--- src/hdl/sus_pkg.sv ---
// Package for the sorted unique set: sizes, controller command and status types.
// Used by sus_ctrl, sus_datapath and sorted_unique_set.
package sus_pkg;

    localparam int CAPACITY = 32;
    localparam int DATA_W   = 32;
    localparam int IDX_W    = (CAPACITY > 1) ? $clog2(CAPACITY) : 1;
    localparam int CNT_W    = $clog2(CAPACITY + 1);

    localparam logic ACT_INSERT = 1'b0;
    localparam logic ACT_DELETE = 1'b1;

    typedef struct packed {
        logic             load_item;
        logic             rd_en;
        logic [IDX_W-1:0] rd_addr;
        logic             wr_en;
        logic [IDX_W-1:0] wr_addr;
        logic             wr_sel_value;
        logic             out_load;
        logic             out_is_count;
        logic             out_last;
        logic             out_dropped;
        logic [CNT_W-1:0] count;
    } sus_cmd_t;

    typedef struct packed {
        logic lt;
        logic eq;
        logic out_free;
    } sus_status_t;

endpackage

--- src/hdl/sus_datapath.sv ---
// Datapath of the sorted unique set: entry memory, operand register, compare
// and result register. Depends on sus_pkg; driven by sus_ctrl commands.
module sus_datapath
    import sus_pkg::*;
(
    input  logic                     aclk,
    input  logic                     aresetn,
    input  sus_cmd_t                 cmd,
    input  logic signed [DATA_W-1:0] in_value,
    output sus_status_t              status,
    output logic                     m_tvalid,
    input  logic                     m_tready,
    output logic signed [DATA_W-1:0] m_tdata,
    output logic [1:0]               m_tuser,
    output logic                     m_tlast
);

    logic signed [DATA_W-1:0] entries_mem [CAPACITY];
    logic signed [DATA_W-1:0] rd_data_reg;
    logic signed [DATA_W-1:0] value_reg;
    logic                     m_valid_reg;
    logic                     m_valid_next;
    logic signed [DATA_W-1:0] m_item_reg;
    logic [1:0]               m_user_reg;
    logic                     m_last_reg;
    logic signed [DATA_W-1:0] out_item;

    always_ff @(posedge aclk) begin
        if (cmd.wr_en) begin
            entries_mem[cmd.wr_addr] <= cmd.wr_sel_value ? value_reg : rd_data_reg;
        end
        if (cmd.rd_en) begin
            rd_data_reg <= entries_mem[cmd.rd_addr];
        end
        if (cmd.load_item) begin
            value_reg <= in_value;
        end
    end

    assign status.lt       = rd_data_reg < value_reg;
    assign status.eq       = rd_data_reg == value_reg;
    assign status.out_free = !m_valid_reg || m_tready;

    assign out_item = cmd.out_is_count ? signed'(DATA_W'(cmd.count)) : rd_data_reg;

    always_comb begin
        m_valid_next = m_valid_reg;
        if (cmd.out_load) begin
            m_valid_next = 1'b1;
        end else if (m_tready) begin
            m_valid_next = 1'b0;
        end
    end

    always_ff @(posedge aclk) begin
        if (!aresetn) begin
            m_valid_reg <= 1'b0;
        end else begin
            m_valid_reg <= m_valid_next;
        end
    end

    always_ff @(posedge aclk) begin
        if (cmd.out_load) begin
            m_item_reg <= out_item;
            m_user_reg <= {cmd.out_dropped, cmd.out_is_count};
            m_last_reg <= cmd.out_last;
        end
    end

    assign m_tvalid = m_valid_reg;
    assign m_tdata  = m_item_reg;
    assign m_tuser  = m_user_reg;
    assign m_tlast  = m_last_reg;

endmodule

--- src/hdl/sus_ctrl.sv ---
// Controller of the sorted unique set: search, shift, insert and readout
// sequencing with the entry counters. Depends on sus_pkg; drives sus_datapath.
module sus_ctrl
    import sus_pkg::*;
(
    input  logic        aclk,
    input  logic        aresetn,
    input  logic        s_tvalid,
    output logic        s_tready,
    input  logic        s_action,
    input  sus_status_t status,
    output sus_cmd_t    cmd
);

    typedef enum logic [6:0] {
        ST_IDLE     = 7'b0000001,
        ST_SCAN     = 7'b0000010,
        ST_SHIFT_UP = 7'b0000100,
        ST_PUT      = 7'b0001000,
        ST_SHIFT_DN = 7'b0010000,
        ST_EMIT_CNT = 7'b0100000,
        ST_EMIT     = 7'b1000000
    } sus_state_t;

    sus_state_t       state_reg, state_next;
    logic [CNT_W-1:0] cnt_reg, cnt_next;
    logic [CNT_W-1:0] idx_reg, idx_next;
    logic [CNT_W-1:0] pos_reg, pos_next;
    logic             act_reg, act_next;
    logic             drop_reg, drop_next;

    logic             dec_en;
    logic             dec_found;
    logic             dec_act;
    logic [CNT_W-1:0] dec_pos;
    logic [CNT_W-1:0] dec_pos_p1;
    logic [CNT_W-1:0] idx_p1;
    logic [CNT_W-1:0] idx_m1;
    logic [CNT_W-1:0] cnt_m1;

    assign idx_p1     = idx_reg + CNT_W'(1);
    assign idx_m1     = idx_reg - CNT_W'(1);
    assign cnt_m1     = cnt_reg - CNT_W'(1);
    assign dec_pos_p1 = dec_pos + CNT_W'(1);
    assign s_tready   = state_reg == ST_IDLE;

    always_comb begin
        state_next = state_reg;
        cnt_next   = cnt_reg;
        idx_next   = idx_reg;
        pos_next   = pos_reg;
        act_next   = act_reg;
        drop_next  = drop_reg;
        dec_en     = 1'b0;
        dec_found  = 1'b0;
        dec_pos    = pos_reg;
        dec_act    = act_reg;
        cmd        = '0;
        cmd.count  = cnt_reg;
        cmd.rd_addr = idx_reg[IDX_W-1:0];
        cmd.wr_addr = pos_reg[IDX_W-1:0];

        case (state_reg)
            ST_IDLE: begin
                dec_act = s_action;
                if (s_tvalid) begin
                    cmd.load_item = 1'b1;
                    act_next      = s_action;
                    drop_next     = 1'b0;
                    pos_next      = '0;
                    if (cnt_reg == '0) begin
                        dec_en  = 1'b1;
                        dec_pos = '0;
                    end else begin
                        cmd.rd_en   = 1'b1;
                        cmd.rd_addr = '0;
                        idx_next    = CNT_W'(1);
                        state_next  = ST_SCAN;
                    end
                end
            end
            ST_SCAN: begin
                if (status.lt) begin
                    pos_next = pos_reg + CNT_W'(1);
                    if (idx_reg == cnt_reg) begin
                        dec_en  = 1'b1;
                        dec_pos = cnt_reg;
                    end else begin
                        cmd.rd_en   = 1'b1;
                        cmd.rd_addr = idx_reg[IDX_W-1:0];
                        idx_next    = idx_p1;
                    end
                end else begin
                    dec_en    = 1'b1;
                    dec_pos   = pos_reg;
                    dec_found = status.eq;
                end
            end
            ST_SHIFT_UP: begin
                cmd.wr_en   = 1'b1;
                cmd.wr_addr = idx_p1[IDX_W-1:0];
                if (idx_reg == pos_reg) begin
                    state_next = ST_PUT;
                end else begin
                    cmd.rd_en   = 1'b1;
                    cmd.rd_addr = idx_m1[IDX_W-1:0];
                    idx_next    = idx_m1;
                end
            end
            ST_PUT: begin
                cmd.wr_en        = 1'b1;
                cmd.wr_addr      = pos_reg[IDX_W-1:0];
                cmd.wr_sel_value = 1'b1;
                cnt_next         = cnt_reg + CNT_W'(1);
                state_next       = ST_EMIT_CNT;
            end
            ST_SHIFT_DN: begin
                cmd.wr_en   = 1'b1;
                cmd.wr_addr = idx_m1[IDX_W-1:0];
                if (idx_reg == cnt_m1) begin
                    cnt_next   = cnt_m1;
                    state_next = ST_EMIT_CNT;
                end else begin
                    cmd.rd_en   = 1'b1;
                    cmd.rd_addr = idx_p1[IDX_W-1:0];
                    idx_next    = idx_p1;
                end
            end
            ST_EMIT_CNT: begin
                if (status.out_free) begin
                    cmd.out_load     = 1'b1;
                    cmd.out_is_count = 1'b1;
                    cmd.out_last     = cnt_reg == '0;
                    cmd.out_dropped  = drop_reg;
                    if (cnt_reg == '0) begin
                        state_next = ST_IDLE;
                    end else begin
                        cmd.rd_en   = 1'b1;
                        cmd.rd_addr = '0;
                        idx_next    = '0;
                        state_next  = ST_EMIT;
                    end
                end
            end
            ST_EMIT: begin
                if (status.out_free) begin
                    cmd.out_load    = 1'b1;
                    cmd.out_last    = idx_reg == cnt_m1;
                    cmd.out_dropped = drop_reg;
                    if (idx_reg == cnt_m1) begin
                        state_next = ST_IDLE;
                    end else begin
                        cmd.rd_en   = 1'b1;
                        cmd.rd_addr = idx_p1[IDX_W-1:0];
                        idx_next    = idx_p1;
                    end
                end
            end
            default: begin
                state_next = ST_IDLE;
            end
        endcase

        if (dec_en) begin
            pos_next = dec_pos;
            if (dec_act == ACT_INSERT) begin
                if (dec_found) begin
                    state_next = ST_EMIT_CNT;
                end else if (cnt_reg == CNT_W'(CAPACITY)) begin
                    drop_next  = 1'b1;
                    state_next = ST_EMIT_CNT;
                end else if (dec_pos == cnt_reg) begin
                    state_next = ST_PUT;
                end else begin
                    cmd.rd_en   = 1'b1;
                    cmd.rd_addr = cnt_m1[IDX_W-1:0];
                    idx_next    = cnt_m1;
                    state_next  = ST_SHIFT_UP;
                end
            end else begin
                if (!dec_found) begin
                    state_next = ST_EMIT_CNT;
                end else if (dec_pos == cnt_m1) begin
                    cnt_next   = cnt_m1;
                    state_next = ST_EMIT_CNT;
                end else begin
                    cmd.rd_en   = 1'b1;
                    cmd.rd_addr = dec_pos_p1[IDX_W-1:0];
                    idx_next    = dec_pos_p1;
                    state_next  = ST_SHIFT_DN;
                end
            end
        end
    end

    always_ff @(posedge aclk) begin
        if (!aresetn) begin
            state_reg <= ST_IDLE;
            cnt_reg   <= '0;
            drop_reg  <= 1'b0;
        end else begin
            state_reg <= state_next;
            cnt_reg   <= cnt_next;
            drop_reg  <= drop_next;
        end
    end

    always_ff @(posedge aclk) begin
        idx_reg <= idx_next;
        pos_reg <= pos_next;
        act_reg <= act_next;
    end

endmodule

--- src/hdl/sorted_unique_set.sv ---
// Top level of the sorted unique set: controller plus datapath.
// Depends on sus_pkg, sus_ctrl and sus_datapath.
//
// Usage: each slave transaction carries one request, s_tuser = action
// (0 insert, 1 delete) and s_tdata = signed value. For every request the
// master channel returns the entry count (m_tuser[0] = 1) followed by each
// stored entry in ascending order; m_tlast marks the final transaction and
// m_tuser[1] flags an insert refused because the store held CAPACITY entries.
// A request is taken only when the previous one has been fully handed to the
// result register. With n entries stored, the search reads one entry per
// cycle, then an insert or delete moves up to n entries at one per cycle
// through the one read and one write port of the entry memory, an insert
// places the value, and readout presents n + 1 transactions at one per cycle
// while the receiver accepts them. A stalled receiver holds the result
// register and pauses readout without loss. Reset empties the store at once;
// entry contents are not cleared.
module sorted_unique_set
    import sus_pkg::*;
(
    input  logic                     aclk,
    input  logic                     aresetn,
    input  logic                     s_tvalid,
    output logic                     s_tready,
    input  logic signed [DATA_W-1:0] s_tdata,   // [31:0] value
    input  logic                     s_tuser,   // [0] action
    output logic                     m_tvalid,
    input  logic                     m_tready,
    output logic signed [DATA_W-1:0] m_tdata,   // [31:0] item
    output logic [1:0]               m_tuser,   // [0] is_count, [1] dropped
    output logic                     m_tlast
);

    sus_cmd_t    cmd;
    sus_status_t status;

    sus_ctrl u_ctrl (
        .aclk     (aclk),
        .aresetn  (aresetn),
        .s_tvalid (s_tvalid),
        .s_tready (s_tready),
        .s_action (s_tuser),
        .status   (status),
        .cmd      (cmd)
    );

    sus_datapath u_datapath (
        .aclk     (aclk),
        .aresetn  (aresetn),
        .cmd      (cmd),
        .in_value (s_tdata),
        .status   (status),
        .m_tvalid (m_tvalid),
        .m_tready (m_tready),
        .m_tdata  (m_tdata),
        .m_tuser  (m_tuser),
        .m_tlast  (m_tlast)
    );

    a_count_bound: assert property (@(posedge aclk) disable iff (!aresetn)
        cmd.count <= CNT_W'(CAPACITY))
        else $error("entry count above capacity");

    a_no_overwrite: assert property (@(posedge aclk) disable iff (!aresetn)
        cmd.out_load |-> (!m_tvalid || m_tready))
        else $error("result register overwritten while stalled");

    a_one_request: assert property (@(posedge aclk) disable iff (!aresetn)
        (s_tvalid && s_tready) |=> !s_tready)
        else $error("request accepted while previous one in progress");

    a_port_conflict: assert property (@(posedge aclk) disable iff (!aresetn)
        (cmd.wr_en && cmd.rd_en) |-> (cmd.wr_addr != cmd.rd_addr))
        else $error("memory read and write at same address");

endmodule
--- config.mk ---
export PLATFORM = sky130hd
export DESIGN_NAME = sorted_unique_set
export DESIGN_NICKNAME = d
export VERILOG_FILES = /design/src/hdl/sus_pkg.sv /design/src/hdl/sus_datapath.sv /design/src/hdl/sus_ctrl.sv /design/src/hdl/sorted_unique_set.sv
export SDC_FILE = /design/constraint.sdc
export NUM_CORES = 2
export LEC_CHECK = 0
export ABC_AREA = 1
export CAP_MARGIN = 10
export CORE_MARGIN = 4
export CORE_UTILIZATION = 54
export CTS_CLUSTER_DIAMETER = 120
export DETAILED_ROUTE_END_ITERATION = 6
export DONT_BUFFER_PORTS = 1
export GPL_TIMING_DRIVEN = 0
export PLACE_DENSITY = 0.69
export SLEW_MARGIN = 15
export SYNTH_ARGS = -nofsm -noshare
export SYNTH_HDL_FRONTEND = slang
export SYNTH_SLANG_ARGS = --single-unit
--- constraint.sdc ---
create_clock -name aclk -period 9.85 [get_ports aclk]
set_input_delay 0.985 -clock aclk [delete_from_list [all_inputs] [get_ports aclk]]
set_output_delay 0.985 -clock aclk [all_outputs]
set_load 0.005 [all_outputs]
# After elaboration in Yosys (flattened, before gate mapping)
# Memory sizes are Yosys's and may differ from the RTL's. A register that Yosys moved wholly into a read port is not among the register bits.
# Cells that the tools add are included.
dict set report totals {
  ramBits 1024
  reg_bits 95
  memories 1
  elab_cells 144
  inputBits 37
}
# name depth width read_ports rd_ports_with_merged_regs wr line
set memory_table {}
lappend memory_table {u_datapath.entries_mem 32 32 1 1 1 sus_datapath.sv:18} ;# logic signed [DATA_W-1:0] entries_mem [CAPACITY];
dict set report op_classes {
  n_eq_ne 23
  mux 93
  magnitude_cmp 1
  addsub 6
  reduce_logical 8
}
# cell count
set ops {}
lappend ops {{two-way mux 6 bit} 44}
lappend ops {{two-way mux 7 bit} 14}
lappend ops {{one-hot mux 6 bit (6 select lines)} 2}
lappend ops {{one-hot mux 7 bit (7 select lines)} 1}
lappend ops {{one-hot mux 6 bit (2 select lines)} 3}
lappend ops {{== test 32 bit} 1}
lappend ops {{< comparator 32 bit} 1}
lappend ops {{two-way mux 32 bit} 1}
lappend ops {{== test 6 bit} 5}
lappend ops {{adder 6 x 1 -> 6 bit (second input constant)} 4}
lappend ops {{two-way mux 1 bit} 21}
lappend ops {{one-hot mux 6 bit (3 select lines)} 1}
lappend ops {{inequality test 3 x 2 -> 1 bit (second input constant)} 5}
lappend ops {{subtractor 6 x 1 -> 6 bit (second input constant)} 2}
lappend ops {{inequality test 3 x 1 -> 1 bit (second input constant)} 3}
lappend ops {{two-way mux 4 bit} 2}
lappend ops {{AND reduction 8 bit} 1}
lappend ops {{== test 7 x 1 -> 1 bit (second input constant)} 1}
lappend ops {{== test 7 x 2 -> 1 bit (second input constant)} 1}
lappend ops {{== test 7 x 3 -> 1 bit (second input constant)} 1}
lappend ops {{== test 7 x 4 -> 1 bit (second input constant)} 1}
lappend ops {{== test 7 x 5 -> 1 bit (second input constant)} 1}
lappend ops {{== test 7 x 6 -> 1 bit (second input constant)} 1}
lappend ops {{== test 7 bit (second input constant)} 1}
lappend ops {{other kinds (12)} 13}

# Depth between registers and ports, before layout
dict set report depth {
  depth_word 10
  depth_mapped 36
}

# Cells and area by module
# From an unflattened synthesis, not the netlist that was laid out.
dict set report hier_totals {
  cells_unflattened 4335
  area_unflattened_um2 49184.7
}
# module instances area_per_inst_um2 seq_area_each_um2 cells_each
set by_module_without_submodules {}
lappend by_module_without_submodules {sus_datapath 1 45837.7 33742.4 3771}
lappend by_module_without_submodules {sus_ctrl 1 3347.0 610.6 564}

# Least setup slack after synthesis
# Ideal clock, no wire load.
dict set report synth_timing {
  path_type {register -> register}
  from {register u_datapath.rd_data_reg[31], read port of u_datapath.entries_mem}
  to {register u_datapath.rd_data_reg[0], read port of u_datapath.entries_mem, enable pin}
  setup_slack_ns 5.731
  period_less_slack_ns 4.119
  path_buffers 0
  arrival_time_ns 3.490
  path_stages_with_launch 23
  path_cell_list {edfxtp_1 -> ha_1 -> a21o_1 -> nor2_1 -> nand2_1 -> a21oi_1 -> nand3_2 -> nand2_2 -> nand2_4 -> nand2_1 -> nand3_1 -> nand2_2 -> nand2_2 -> nand2_1 -> nand2_1 -> nor2_1 -> nand3_2 -> nand2_4 -> inv_2 -> nor2_1 -> inv_1 -> nand2_1 -> nand4_1}
}
# item line
set synth_lines {}
lappend synth_lines {{from (decl)} sus_datapath.sv:19} ;# logic signed [DATA_W-1:0] rd_data_reg;

# Worst setup path in the final report
dict set report layout_timing {
  from {register u_datapath.rd_data_reg[31], read port of u_datapath.entries_mem}
  to {register u_datapath.rd_data_reg[17], read port of u_datapath.entries_mem (data pin)}
}
dict set report layout_via {
  elab_chain_len 9
}
# item line
set layout_rtl {}
lappend layout_rtl {{branches (longest 8 deep; another with < comparator 32 bit)} n/a}
lappend layout_rtl {{two-way mux 6 bit *} sus_ctrl.sv:164} ;# if (dec_en) begin
# Every way passes the cells marked *.
# A chain may end at the register's enable or synchronous reset.

==> impl_metrics.csv <==
group,metric,value,unit
drt,drc,0,
critical_path,start_kind,"flip-flop",
global_routing,grt_pass1_wl,242000,µm
critical_path,path_class,"reg -> reg",
clocking,cts_hold_buffers,0,
drt,drt_wl_total,168000,µm
cells_and_area,num-fill-cells,7660,
placed_design,hpwl,121000,µm
sta,finClkSkew,0.0196,ns
floorplanning,die-area,103000,µm²
clocking,ctsLongestPathBuffers,3,
floorplanning,start_util,54.5,%
global_routing,grt_max_degree,36,
critical_path,crit_path_start,"u_datapath.rd_data_reg[31]",
min_path,hold_class,"in -> reg",
clocking,cts-buffers-inserted,116,
cells_and_area,largest_reg_flops,1024,
cells_and_area,nets,5399,
sta,worstMarginPinSlew,1.26,ns
sta,tns,0,ns
drt,final_antenna_net_count,0,
drt,viasPerCell,5.86,
clocking,cts_tree,"yes",
clocking,cts_resized,0,
logic_synthesis,synthCells,5134,
cells_and_area,top_register,"u_datapath.entries_mem",
logic_synthesis,syn_nets,5209,
floorplanning,io-pin-count,74,
min_path,worstHoldStart,"s_tdata[22]",
clocking,cts.clk_slew.worst_paths,0.06,ns
floorplanning,num_rows,114,
critical_path,path_buf_inv,3,
logic_synthesis,syn-cell-area,52700,µm²
sta,fin_crit,6.52,ns
cells_and_area,area_delta_synth_final,14.2,%
critical_path,cp_top_family,"simple AND/OR/NAND/NOR gates",
critical_path,timing.rr.end,"u_datapath.rd_data_reg[17]",
clocking,clk-insertion-delay-late,0.72,ns
placed_design,routabilityCongestion,0.966,
drt,vias,39216,
drt,wl_per_cell,25.1,µm
cells_and_area,drive_above_1_share,10.2,%
logic_synthesis,avgSynthCellArea,10.3,µm²
global_routing,grt_pass1_vias,37056,
critical_path,cp.depth,29,
critical_path,reg2reg_slack,3.33,ns
floorplanning,coreArea,96700,µm²
clocking,h-tree-depth,3,
sta,period_share,66.2,%
critical_path,slowest_delay,0.97,ns
global_routing,grt_antenna_before_repair,6,
clocking,post_cts_buffers,0,
critical_path,rr_startpoint,"u_datapath.rd_data_reg[31]",
drt,drt_iter0_markers,5157,
critical_path,cp.required,10.37,ns
sta,clock.fmax,0.153,GHz
global_routing,gr-total-overflow,0,
sta,slew_headroom,15.9,%
sta,slew_viol_final,0,
critical_path,r2r_cells,29,
outcome,status,"completed",
critical_path,setup.worst_path.end_class,"flip-flop",
global_routing,track_usage,32.2,%
floorplanning,die_y,320,µm
sta,setup_viol,0,
logic_synthesis,synth-seq-cells,1151,
placed_design,port_buffers,0,
floorplanning,fp.dieW,320,µm
critical_path,cp-endpoint,"u_datapath.rd_data_reg[17]",
logic_synthesis,ys_types,52,
critical_path,cp_max_fo,10,
drt,dr.pass1.iters,5,
job,cap_violations,0,
logic_synthesis,ys_warn_count,0,
sta,hold_viol,0,
critical_path,worstPathArrival,7.03,ns
clocking,root_buffer,"clkbuf_16",
critical_path,crit_slowest_cell,"clkbuf_1",
clocking,clock_sinks,1151,
sta,grt_setup_unrepaired,"false",
logic_synthesis,ys_seq_area_share,65.2,%
-- logic make-up (layout without fill, tap and decap cells) --
group | count (synthesis) | after routing | synth area share (%)
AO/OA/AOI/OAI | 174 | 174 | 1.90
buffers and inverters | 977 | 1256 | 7.78
AND/OR/NAND/NOR | 2767 | 2767 | 23.8
XOR/XNOR | 27 | 27 | 0.463
other | 0 | 3 | 0
adder cells (fa/ha/maj) | 38 | 38 | 0.902
flip-flops | 1151 | 1151 | 65.2
-- Yosys cell counts, drive strengths merged --
cell / count / area [µm²]
a21oi: 40 / 211
clkinv: 2 / 7.51
a211oi: 3 / 22.5
edfxtp: 1130 / 33900
a21o: 3 / 22.5
o311ai: 1 / 8.76
nor4: 6 / 65.1
and2: 2 / 15.0
xor2: 21 / 191
o2111ai: 2 / 17.5
a221o: 1 / 10.0
buf: 216 / 1240
nand4: 15 / 100
dfxtp: 21 / 420
and3: 1 / 6.26
o32ai: 1 / 8.76
inv: 678 / 2540
o211ai: 7 / 52.6
clkbuf: 81 / 308
xnor2: 6 / 52.6
o21ai: 87 / 435
nand3b: 130 / 976
nand3: 1144 / 5760
or2: 2 / 12.5
ha: 38 / 475
o221ai: 6 / 52.6
o21a: 3 / 22.5
nor2: 137 / 532
a221oi: 1 / 8.76
o22ai: 9 / 56.3
o31ai: 3 / 22.5
a31oi: 5 / 31.3
a32oi: 1 / 8.76
nand2: 1320 / 5010
nor3: 10 / 50.1
a22oi: 1 / 7.51
-- cells in the final DEF (no fill, tap or decap), types with 7 or more instances in the layout --
master | synthesis | final
nand2_1 | 1304 | 1303
nand3_1 | 1137 | 1137
edfxtp_1 | 1130 | 1130
inv_1 | 662 | 662
buf_2 | 147 | 147
nand3b_1 | 130 | 130
clkbuf_16 | 0 | 118
clkbuf_1 | 80 | 98
nor2_1 | 130 | 97
o21ai_0 | 81 | 49
buf_16 | 0 | 43
buf_4 | 42 | 42
a21oi_1 | 39 | 39
ha_1 | 38 | 38
nor2_4 | 0 | 33
o21ai_4 | 0 | 32
clkinv_1 | 2 | 32
buf_12 | 0 | 26
dfxtp_1 | 21 | 21
xor2_1 | 20 | 20
clkinv_2 | 0 | 20
inv_2 | 16 | 16
buf_1 | 15 | 15
nand4_1 | 14 | 14
nand2_2 | 12 | 13
buf_6 | 12 | 13
nor3_1 | 10 | 10
o22ai_1 | 9 | 9
nor2_2 | 7 | 7
nand3_2 | 7 | 7
o211ai_1 | 7 | 7
-- per-stage QoR --
stage	hold slack, ns	util [%]	setup WS, ns	instance area (µm²)	cells
2_1_floorplan	0.454	-	5.73	52700	5134
4_1_cts	0.339	62.3	3.61	60200	6689
5_1_grt	0.346	62.3	3.26	60200	6689
3_3_place_gp	0.474	56.2	2.04	54300	6410
3_5_place_dp	0.479	58.6	3.63	56700	6482
6_report	0.372	62.3	3.33	60200	6692
-- routing by layer --
metal / global-route usage (%) / wire length [µm] / vias to the layer above
li1: - / - / 17723
met1: 41.9 / 62000 / 18675
met4: 18.5 / 11600 / 2
met2: 51.5 / 76800 / 2366
met5: 0 / 16 / -
met3: 5.70 / 17700 / 450
-- how the worst min path moves through the flow --
stage                                           to  slack, ns  cells past startpoint
final                     u_datapath.value_reg[22]       0.37                      0
after global routing      u_datapath.value_reg[21]       0.35                      0
after CTS                 u_datapath.value_reg[12]       0.34                      0
after detailed placement       u_ctrl.state_reg[2]       0.48                      2
after global placement         u_ctrl.state_reg[2]       0.47                      2
after floorplan                    u_ctrl.drop_reg       0.45                      2
-- cell type report --
| cell class | instances | area (µm²) | area share, % |
|---|---|---|---|
| repair buffers | 72 | 1750 | 2.90 |
| plain buffers | 297 | 1550 | 2.58 |
| multi-input cells | 3006 | 14900 | 24.7 |
| clock buffers | 138 | 3030 | 5.03 |
| diodes | 3 | 7.51 | 0.0125 |
| clock inverters | 69 | 519 | 0.862 |
| well taps | 1276 | 1600 | 2.65 |
| inverters | 680 | 2550 | 4.24 |
| flip-flops and latches | 1151 | 34400 | 57.0 |
Power is left out: the tool's default activity adds up to more than one toggle a clock period on the data nets, which glitch-free logic cannot reach.
